File: config.mk
export PLATFORM = sky130hd
export DESIGN_NAME = scalar_kalman_filter_core
export DESIGN_NICKNAME = d
export VERILOG_FILES = /design/src/skf_pkg.sv /design/src/skf_mul.sv /design/src/skf_div.sv /design/src/scalar_kalman_filter_core.sv
export SDC_FILE = /design/constraint.sdc
export NUM_CORES = 2
export LEC_CHECK = 0
export BUFFER_PORTS_ARGS = -buffer_cell sky130_fd_sc_hd__buf_4
export CORE_MARGIN = 2
export CORE_UTILIZATION = 29
export DETAILED_ROUTE_END_ITERATION = 10
export PLACE_DENSITY = 0.41
export SYNTH_ARGS = -nofsm -noshare
export SYNTH_HDL_FRONTEND = slang
export SYNTH_HIERARCHICAL = 1
export SYNTH_SLANG_ARGS = --single-unit
File: constraint.sdc
create_clock -name clk -period 11.34 [get_ports clk]
set_clock_uncertainty 0.15 [all_clocks]
set_input_delay 1.134 -clock clk [delete_from_list [all_inputs] [get_ports clk]]
set_output_delay 1.134 -clock clk [all_outputs]
set_load 0.01 [all_outputs]
File: src/skf_pkg.sv
// ----------------------------------------------------------------------------
// skf_pkg: shared types and constants for the scalar Kalman filter core
// Widths of the fixed-point fields, command and register codes, sequencer
// states.
// ----------------------------------------------------------------------------
package skf_pkg;

	localparam int DATA_WIDTH      = 32;
	localparam int DT_WIDTH        = 16;
	localparam int GAIN_BITS       = 16;
	localparam int CFG_INDEX_WIDTH = 2;

	localparam int MUL_A_WIDTH = DATA_WIDTH + 1;
	localparam int MUL_B_WIDTH = GAIN_BITS + 1;
	localparam int MUL_P_WIDTH = MUL_A_WIDTH + MUL_B_WIDTH;

	localparam int DIV_STEPS     = GAIN_BITS + 1;
	localparam int DIV_CNT_WIDTH = $clog2(DIV_STEPS + 1);

	localparam int IN_TDATA_WIDTH  = ((DATA_WIDTH + DT_WIDTH + 7) / 8) * 8;
	localparam int OUT_TDATA_WIDTH = ((2 * DATA_WIDTH + 7) / 8) * 8;

	localparam logic [MUL_B_WIDTH-1:0] GAIN_ONE = MUL_B_WIDTH'(1) << GAIN_BITS;
	localparam logic [DATA_WIDTH-1:0]  DATA_MAX = '1;

	localparam logic CMD_UPDATE  = 1'b0;
	localparam logic CMD_RESTART = 1'b1;

	localparam logic [CFG_INDEX_WIDTH-1:0] REG_PROCESS_NOISE     = CFG_INDEX_WIDTH'(0);
	localparam logic [CFG_INDEX_WIDTH-1:0] REG_MEASUREMENT_NOISE = CFG_INDEX_WIDTH'(1);

	typedef enum logic [3:0] {
		ST_IDLE,
		ST_GROW,
		ST_SUM,
		ST_DIV_START,
		ST_DIV_WAIT,
		ST_MOVE,
		ST_APPLY,
		ST_SHRINK,
		ST_DONE
	} skf_state_t;

endpackage

File: src/skf_mul.sv
// ----------------------------------------------------------------------------
// skf_mul: shared unsigned multiplier
// One product per enabled cycle, registered before use.
// ----------------------------------------------------------------------------
module skf_mul
	import skf_pkg::*;
(
	input  logic                   clk,
	input  logic                   en,
	input  logic [MUL_A_WIDTH-1:0] a,
	input  logic [MUL_B_WIDTH-1:0] b,
	output logic [MUL_P_WIDTH-1:0] product
);

	logic [MUL_P_WIDTH-1:0] product_q;

	always_ff @(posedge clk) begin
		if (en) begin
			product_q <= MUL_P_WIDTH'(a) * MUL_P_WIDTH'(b);
		end
	end

	assign product = product_q;

endmodule

File: src/skf_div.sv
// ----------------------------------------------------------------------------
// skf_div: restoring gain divider
// Forms floor(p * 2^16 / sum) one quotient bit per cycle; a zero divisor
// gives a zero gain.
// ----------------------------------------------------------------------------
module skf_div
	import skf_pkg::*;
(
	input  logic                   clk,
	input  logic                   arst_n,
	input  logic                   start,
	input  logic [DATA_WIDTH-1:0]  dividend,
	input  logic [DATA_WIDTH:0]    divisor,
	output logic                   done,
	output logic [MUL_B_WIDTH-1:0] quotient
);

	logic [DATA_WIDTH+1:0]    rem_q;
	logic [DATA_WIDTH:0]      divisor_q;
	logic [MUL_B_WIDTH-1:0]   quo_q;
	logic [DIV_CNT_WIDTH-1:0] cnt_q;
	logic                     busy_q;
	logic                     done_q;
	logic                     zero_q;
	logic [DATA_WIDTH+2:0]    diff;
	logic                     quo_bit;
	logic [DATA_WIDTH+1:0]    rem_keep;

	always_comb begin
		diff     = {1'b0, rem_q} - {2'b00, divisor_q};
		quo_bit  = ~diff[DATA_WIDTH+2];
		rem_keep = quo_bit ? diff[DATA_WIDTH+1:0] : rem_q;
	end

	always_ff @(posedge clk or negedge arst_n) begin
		if (!arst_n) begin
			busy_q <= 1'b0;
			done_q <= 1'b0;
			cnt_q  <= '0;
		end else begin
			done_q <= 1'b0;
			if (start) begin
				busy_q <= 1'b1;
				cnt_q  <= DIV_CNT_WIDTH'(DIV_STEPS);
			end else if (busy_q) begin
				cnt_q <= cnt_q - 1'b1;
				if (cnt_q == DIV_CNT_WIDTH'(1)) begin
					busy_q <= 1'b0;
					done_q <= 1'b1;
				end
			end
		end
	end

	always_ff @(posedge clk) begin
		if (start) begin
			rem_q     <= (DATA_WIDTH+2)'(dividend);
			divisor_q <= divisor;
			zero_q    <= (divisor == '0);
			quo_q     <= '0;
		end else if (busy_q) begin
			rem_q <= {rem_keep[DATA_WIDTH:0], 1'b0};
			quo_q <= {quo_q[MUL_B_WIDTH-2:0], quo_bit};
		end
	end

	assign done     = done_q;
	assign quotient = zero_q ? '0 : quo_q;

endmodule

File: src/scalar_kalman_filter_core.sv
// ----------------------------------------------------------------------------
// scalar_kalman_filter_core: one-dimensional Kalman filter, fixed point
// Grows the covariance by Q*dt, forms the gain P/(P+R) with a serial divider,
// moves the estimate by the gain times the innovation and shrinks P.
//
//   channel  | direction | payload
//   ---------+-----------+-------------------------------------------------
//   s_*      | in        | tuser: command; tdata: measurement, elapsed_time
//   m_*      | out       | tdata: estimate, covariance
//   cfg_*    | in        | cfg_index: register, cfg_data: value
//
// An update runs the grow, sum, divide, move, apply and shrink states, a
// restart none; the 17-step gain divider sets most of an update's run. Items
// are taken one at a time. Reset clears the estimate, covariance and
// registers and arms the first sample flag. A finished result waits in the
// output register while the next item is taken in and worked on.
// ----------------------------------------------------------------------------
module scalar_kalman_filter_core
	import skf_pkg::*;
(
	input  logic                       clk,
	input  logic                       arst_n,
	input  logic                       s_tvalid,
	output logic                       s_tready,
	input  logic                       s_tuser,    // command
	input  logic [IN_TDATA_WIDTH-1:0]  s_tdata,    // measurement, elapsed_time
	output logic                       m_tvalid,
	input  logic                       m_tready,
	output logic [OUT_TDATA_WIDTH-1:0] m_tdata,    // estimate, covariance
	input  logic                       cfg_valid,
	output logic                       cfg_ready,
	input  logic [CFG_INDEX_WIDTH-1:0] cfg_index,
	input  logic [DATA_WIDTH-1:0]      cfg_data
);

	skf_state_t state_q, state_d;

	logic [DATA_WIDTH-1:0]  q_q, r_q;
	logic [DATA_WIDTH-1:0]  x_q, p_q, z_q;
	logic [DATA_WIDTH:0]    sum_q;
	logic [DT_WIDTH-1:0]    dt_q;
	logic                   first_q;
	logic                   m_tvalid_q;
	logic [DATA_WIDTH-1:0]  est_out_q, cov_out_q;

	logic                   in_accept, out_free;
	logic                   mul_en, div_start, div_done;
	logic [MUL_A_WIDTH-1:0] mul_a;
	logic [MUL_B_WIDTH-1:0] mul_b;
	logic [MUL_P_WIDTH-1:0] mul_p;
	logic [MUL_B_WIDTH-1:0] gain;

	logic [DATA_WIDTH:0]    grown, innov, mag, nx;
	logic [DATA_WIDTH-1:0]  p_sat;
	logic                   innov_neg;

	logic [DATA_WIDTH-1:0]  s_meas;
	logic [DT_WIDTH-1:0]    s_dt;

	assign s_meas    = s_tdata[DATA_WIDTH-1:0];
	assign s_dt      = s_tdata[DATA_WIDTH +: DT_WIDTH];
	assign in_accept = s_tvalid & s_tready;
	assign out_free  = ~m_tvalid_q | m_tready;
	assign cfg_ready = 1'b1;

	skf_mul u_mul (
		.clk     (clk),
		.en      (mul_en),
		.a       (mul_a),
		.b       (mul_b),
		.product (mul_p)
	);

	skf_div u_div (
		.clk      (clk),
		.arst_n   (arst_n),
		.start    (div_start),
		.dividend (p_q),
		.divisor  (sum_q),
		.done     (div_done),
		.quotient (gain)
	);

	always_comb begin
		grown     = {1'b0, p_q} + {1'b0, mul_p[DT_WIDTH +: DATA_WIDTH]};
		p_sat     = grown[DATA_WIDTH] ? DATA_MAX : grown[DATA_WIDTH-1:0];
		innov     = {z_q[DATA_WIDTH-1], z_q} - {x_q[DATA_WIDTH-1], x_q};
		innov_neg = innov[DATA_WIDTH];
		mag       = innov_neg ? (~innov + 1'b1) : innov;
		nx        = innov_neg ? ({x_q[DATA_WIDTH-1], x_q} - mul_p[GAIN_BITS +: DATA_WIDTH+1])
		                      : ({x_q[DATA_WIDTH-1], x_q} + mul_p[GAIN_BITS +: DATA_WIDTH+1]);
	end

	always_comb begin
		state_d = state_q;
		unique case (state_q)
			ST_IDLE: begin
				if (in_accept) begin
					state_d = (s_tuser == CMD_RESTART) ? ST_DONE : ST_GROW;
				end
			end
			ST_GROW:      state_d = ST_SUM;
			ST_SUM:       state_d = ST_DIV_START;
			ST_DIV_START: state_d = ST_DIV_WAIT;
			ST_DIV_WAIT: begin
				if (div_done) begin
					state_d = ST_MOVE;
				end
			end
			ST_MOVE:      state_d = ST_APPLY;
			ST_APPLY:     state_d = ST_SHRINK;
			ST_SHRINK:    state_d = ST_DONE;
			ST_DONE: begin
				if (out_free) begin
					state_d = ST_IDLE;
				end
			end
			default:      state_d = ST_IDLE;
		endcase
	end

	always_comb begin
		s_tready  = 1'b0;
		mul_en    = 1'b0;
		div_start = 1'b0;
		mul_a     = {1'b0, q_q};
		mul_b     = MUL_B_WIDTH'(dt_q);
		unique case (state_q)
			ST_IDLE:      s_tready = 1'b1;
			ST_GROW:      mul_en = 1'b1;
			ST_DIV_START: div_start = 1'b1;
			ST_MOVE: begin
				mul_en = 1'b1;
				mul_a  = mag;
				mul_b  = gain;
			end
			ST_APPLY: begin
				mul_en = 1'b1;
				mul_a  = {1'b0, p_q};
				mul_b  = gain;
			end
			default: begin
			end
		endcase
	end

	always_ff @(posedge clk or negedge arst_n) begin
		if (!arst_n) begin
			state_q    <= ST_IDLE;
			q_q        <= '0;
			r_q        <= '0;
			x_q        <= '0;
			p_q        <= '0;
			first_q    <= 1'b1;
			m_tvalid_q <= 1'b0;
		end else begin
			state_q <= state_d;
			if (cfg_valid && cfg_ready) begin
				unique case (cfg_index)
					REG_PROCESS_NOISE:     q_q <= cfg_data;
					REG_MEASUREMENT_NOISE: r_q <= cfg_data;
					default: begin
					end
				endcase
			end
			if (state_q == ST_DONE && out_free) begin
				m_tvalid_q <= 1'b1;
			end else if (m_tvalid_q && m_tready) begin
				m_tvalid_q <= 1'b0;
			end
			unique case (state_q)
				ST_IDLE: begin
					if (in_accept) begin
						if (s_tuser == CMD_RESTART) begin
							x_q     <= '0;
							p_q     <= '0;
							first_q <= 1'b1;
						end else if (first_q) begin
							x_q     <= s_meas;
							first_q <= 1'b0;
						end
					end
				end
				ST_SUM:    p_q <= p_sat;
				ST_APPLY:  x_q <= nx[DATA_WIDTH-1:0];
				ST_SHRINK: p_q <= p_q - mul_p[GAIN_BITS +: DATA_WIDTH];
				default: begin
				end
			endcase
		end
	end

	always_ff @(posedge clk) begin
		if (in_accept) begin
			z_q  <= s_meas;
			dt_q <= s_dt;
		end
		if (state_q == ST_SUM) begin
			sum_q <= {1'b0, p_sat} + {1'b0, r_q};
		end
		if (state_q == ST_DONE && out_free) begin
			est_out_q <= x_q;
			cov_out_q <= p_q;
		end
	end

	assign m_tvalid = m_tvalid_q;
	assign m_tdata  = OUT_TDATA_WIDTH'({cov_out_q, est_out_q});

	a_div_done_in_wait: assert property (@(posedge clk) disable iff (!arst_n)
		div_done |-> state_q == ST_DIV_WAIT)
		else $error("gain divider finished outside its wait state");

	a_gain_at_most_one: assert property (@(posedge clk) disable iff (!arst_n)
		state_q == ST_MOVE |-> gain <= GAIN_ONE)
		else $error("gain exceeds one");

	a_shrink_not_grow: assert property (@(posedge clk) disable iff (!arst_n)
		state_q == ST_SHRINK |=> p_q <= $past(p_q))
		else $error("covariance grew while shrinking");

	a_restart_clears: assert property (@(posedge clk) disable iff (!arst_n)
		in_accept && s_tuser == CMD_RESTART |=> x_q == '0 && p_q == '0 && first_q)
		else $error("restart left filter state behind");

endmodule
==> results.json <==
{
  "cp-start-kind": "flop",
  "setup_violations": 0,
  "syn_nets": 5807,
  "worstHoldPathType": "flop to flop",
  "critical_path.slowest_cell": "o21ai_1",
  "worst_slack_ps": 947,
  "r2r_end": "u_mul/product[46]$_DFFE_PP_",
  "grt_max_degree": 92,
  "track_usage_pct": 20.1,
  "final_net_count": 5867,
  "io_buffers": 153,
  "status": "finished, final reports clean",
  "drc": 0,
  "hold_start": "sum_q[18]$_DFFE_PP_",
  "hold_depth": 0,
  "grt_pass1_wl_microns": 241000,
  "tightest_slew_ps": 1170,
  "row_count": 144,
  "post-route-period-util_pct": 91.6,
  "crit_required_ps": 11570,
  "layout.area.seq_sq_um": 11200,
  "syn_avg_cell_area_sq_um": 9.12,
  "n_fill_cell": 16248,
  "drv_cap": 0,
  "wl_microns": 160000,
  "maxSlewViolCount": 0,
  "ys_warn_count": 6,
  "hold_end": "u_div/divisor_q[18]$_DFFE_PP_",
  "crit_start": "x_q[1]$_DFFE_PN0P_",
  "layout-drive-gt1-share_pct": 9.03,
  "io_pins": 155,
  "ant_nets": 0,
  "netlist_area_sq_um": 45000,
  "antenna_found_initial": 5,
  "core_area_sq_um": 154000,
  "hpwlAfterDp_microns": 124000,
  "drt_iter0_markers": 2235,
  "grt_overflow": 0,
  "cts_setup_buffers": 0,
  "place.gp.congestion": 0.920,
  "critPathMaxFanout": 9,
  "slew_headroom_pct": 21.8,
  "syn2layout_area_growth_pct": 11.3,
  "fmax_ghz": 0.0962,
  "numCtsBuffers": 49,
  "wire_per_inst_microns": 22.6,
  "ctsResizeCount": 0,
  "crit_path_end_kind": "flop",
  "rsz0062_at_grt": "no",
  "multi_input_area_sq_um": 30300,
  "clk_latency_ps": 650,
  "ff2ff_setup_slack_ps": 950,
  "start_util_pct": 29.2,
  "rr_worst_depth": 32,
  "grt_pass1_vias": 36555,
  "r2r-start": "x_q[1]$_DFFE_PN0P_",
  "die_w_microns": 398,
  "clk_pin_slew_ps": 60,
  "die_h_microns": 398,
  "cts_tree": "built",
  "postCtsHoldBufs": 0,
  "tns_ps": 0,
  "cts_sinks": 403,
  "final_common_cell": "inv_1",
  "layout_common_cells": "727 x inv_1, 564 x nand2_1, 469 x fa_1",
  "hold_viol_final": 0,
  "synth_cells": 4935,
  "slowest_delay_ps": 690,
  "htreeDepth": 2,
  "cp_data_arrival_time_ps": 10620,
  "critPathKind": "flop to flop",
  "period_minus_slack_ps": 10390,
  "viasPerCell": 5.03,
  "die-area_sq_um": 158000,
  "vias": 35604,
  "first_pass_iters": 6,
  "pre_cts_ws_ps": 967,
  "cts_root_buf": "clkbuf_16",
  "clk_path_buf_depth": 3
}
-- how the worst max path moves through the flow --
| stage | endpoint | slack, ps | cells after the start |
|---|---|---|---|
| after detailed placement | u_mul/product[46]$_DFFE_PP_ | 970 | 32 |
| final | u_mul/product[46]$_DFFE_PP_ | 950 | 32 |
| after floorplan | u_mul/product[46]$_DFFE_PP_ | 2090 | 36 |
| after global routing | u_mul/product[46]$_DFFE_PP_ | 250 | 32 |
| after global placement | u_mul/product[46]$_DFFE_PP_ | 1170 | 34 |
| after CTS | u_mul/product[46]$_DFFE_PP_ | 890 | 32 |
-- area by class of cell --
type | count | share of cell area, %
inverter | 731 | 5.48
timing repair buffer | 222 | 3.33
sequential | 403 | 22.4
antenna | 5 | 0.0250
clock buffer | 65 | 2.67
multi-input combinational | 3588 | 60.4
clock inverter | 27 | 0.602
tap | 2044 | 5.11
-- sequential cells by signal, indices dropped and copies added (netlist names) --
| name | flops |
|---|---|
| u_div/rem_q | 34 |
| sum_q | 33 |
| u_div/divisor_q | 33 |
| cov_out_q | 32 |
| est_out_q | 32 |
| p_q | 32 |
| q_q | 32 |
| r_q | 32 |
| u_mul/product | 32 |
| x_q | 32 |
| z_q | 32 |
| u_div/quo_q | 17 |
| dt_q | 16 |
| u_div/cnt_q | 5 |
| state_q | 4 |
| first_q | 1 |
| m_tvalid | 1 |
| u_div/busy_q | 1 |
| u_div/done | 1 |
| u_div/zero_q | 1 |
-- critical path, delay by kind of cell (launching register included) --
family | cells | cell delay (ps)
AO/OA/AOI/OAI | 7 | 2520
XOR/XNOR | 3 | 530
adder cells (fa/ha/maj) | 8 | 3830
buffers and inverters | 6 | 400
flip-flops | 1 | 390
AND/OR/NAND/NOR | 8 | 2340
-- through the flow --
step / cells / area (sq um) / hold WS (ps) / utilization, %
floorplan: 4935 / 45000 / 267 / -
global placement: 6988 / 48400 / 287 / 31.4
detailed placement: 6988 / 48400 / 285 / 31.4
CTS: 7080 / 50100 / 299 / 32.5
global route: 7080 / 50100 / 309 / 32.5
finish: 7085 / 50100 / 296 / 32.5
-- layer usage --
metal	part of all wire, %	routed length [microns]	global-route usage, %
met5	0	0	0
met1	45	72700	27.3
met3	3.6	5840	1.74
met2	48	77300	34.3
met4	2.6	4110	5.07
Power is not shown: default switching activity piles up to over one toggle a cycle in this logic, so the estimate is an artifact.
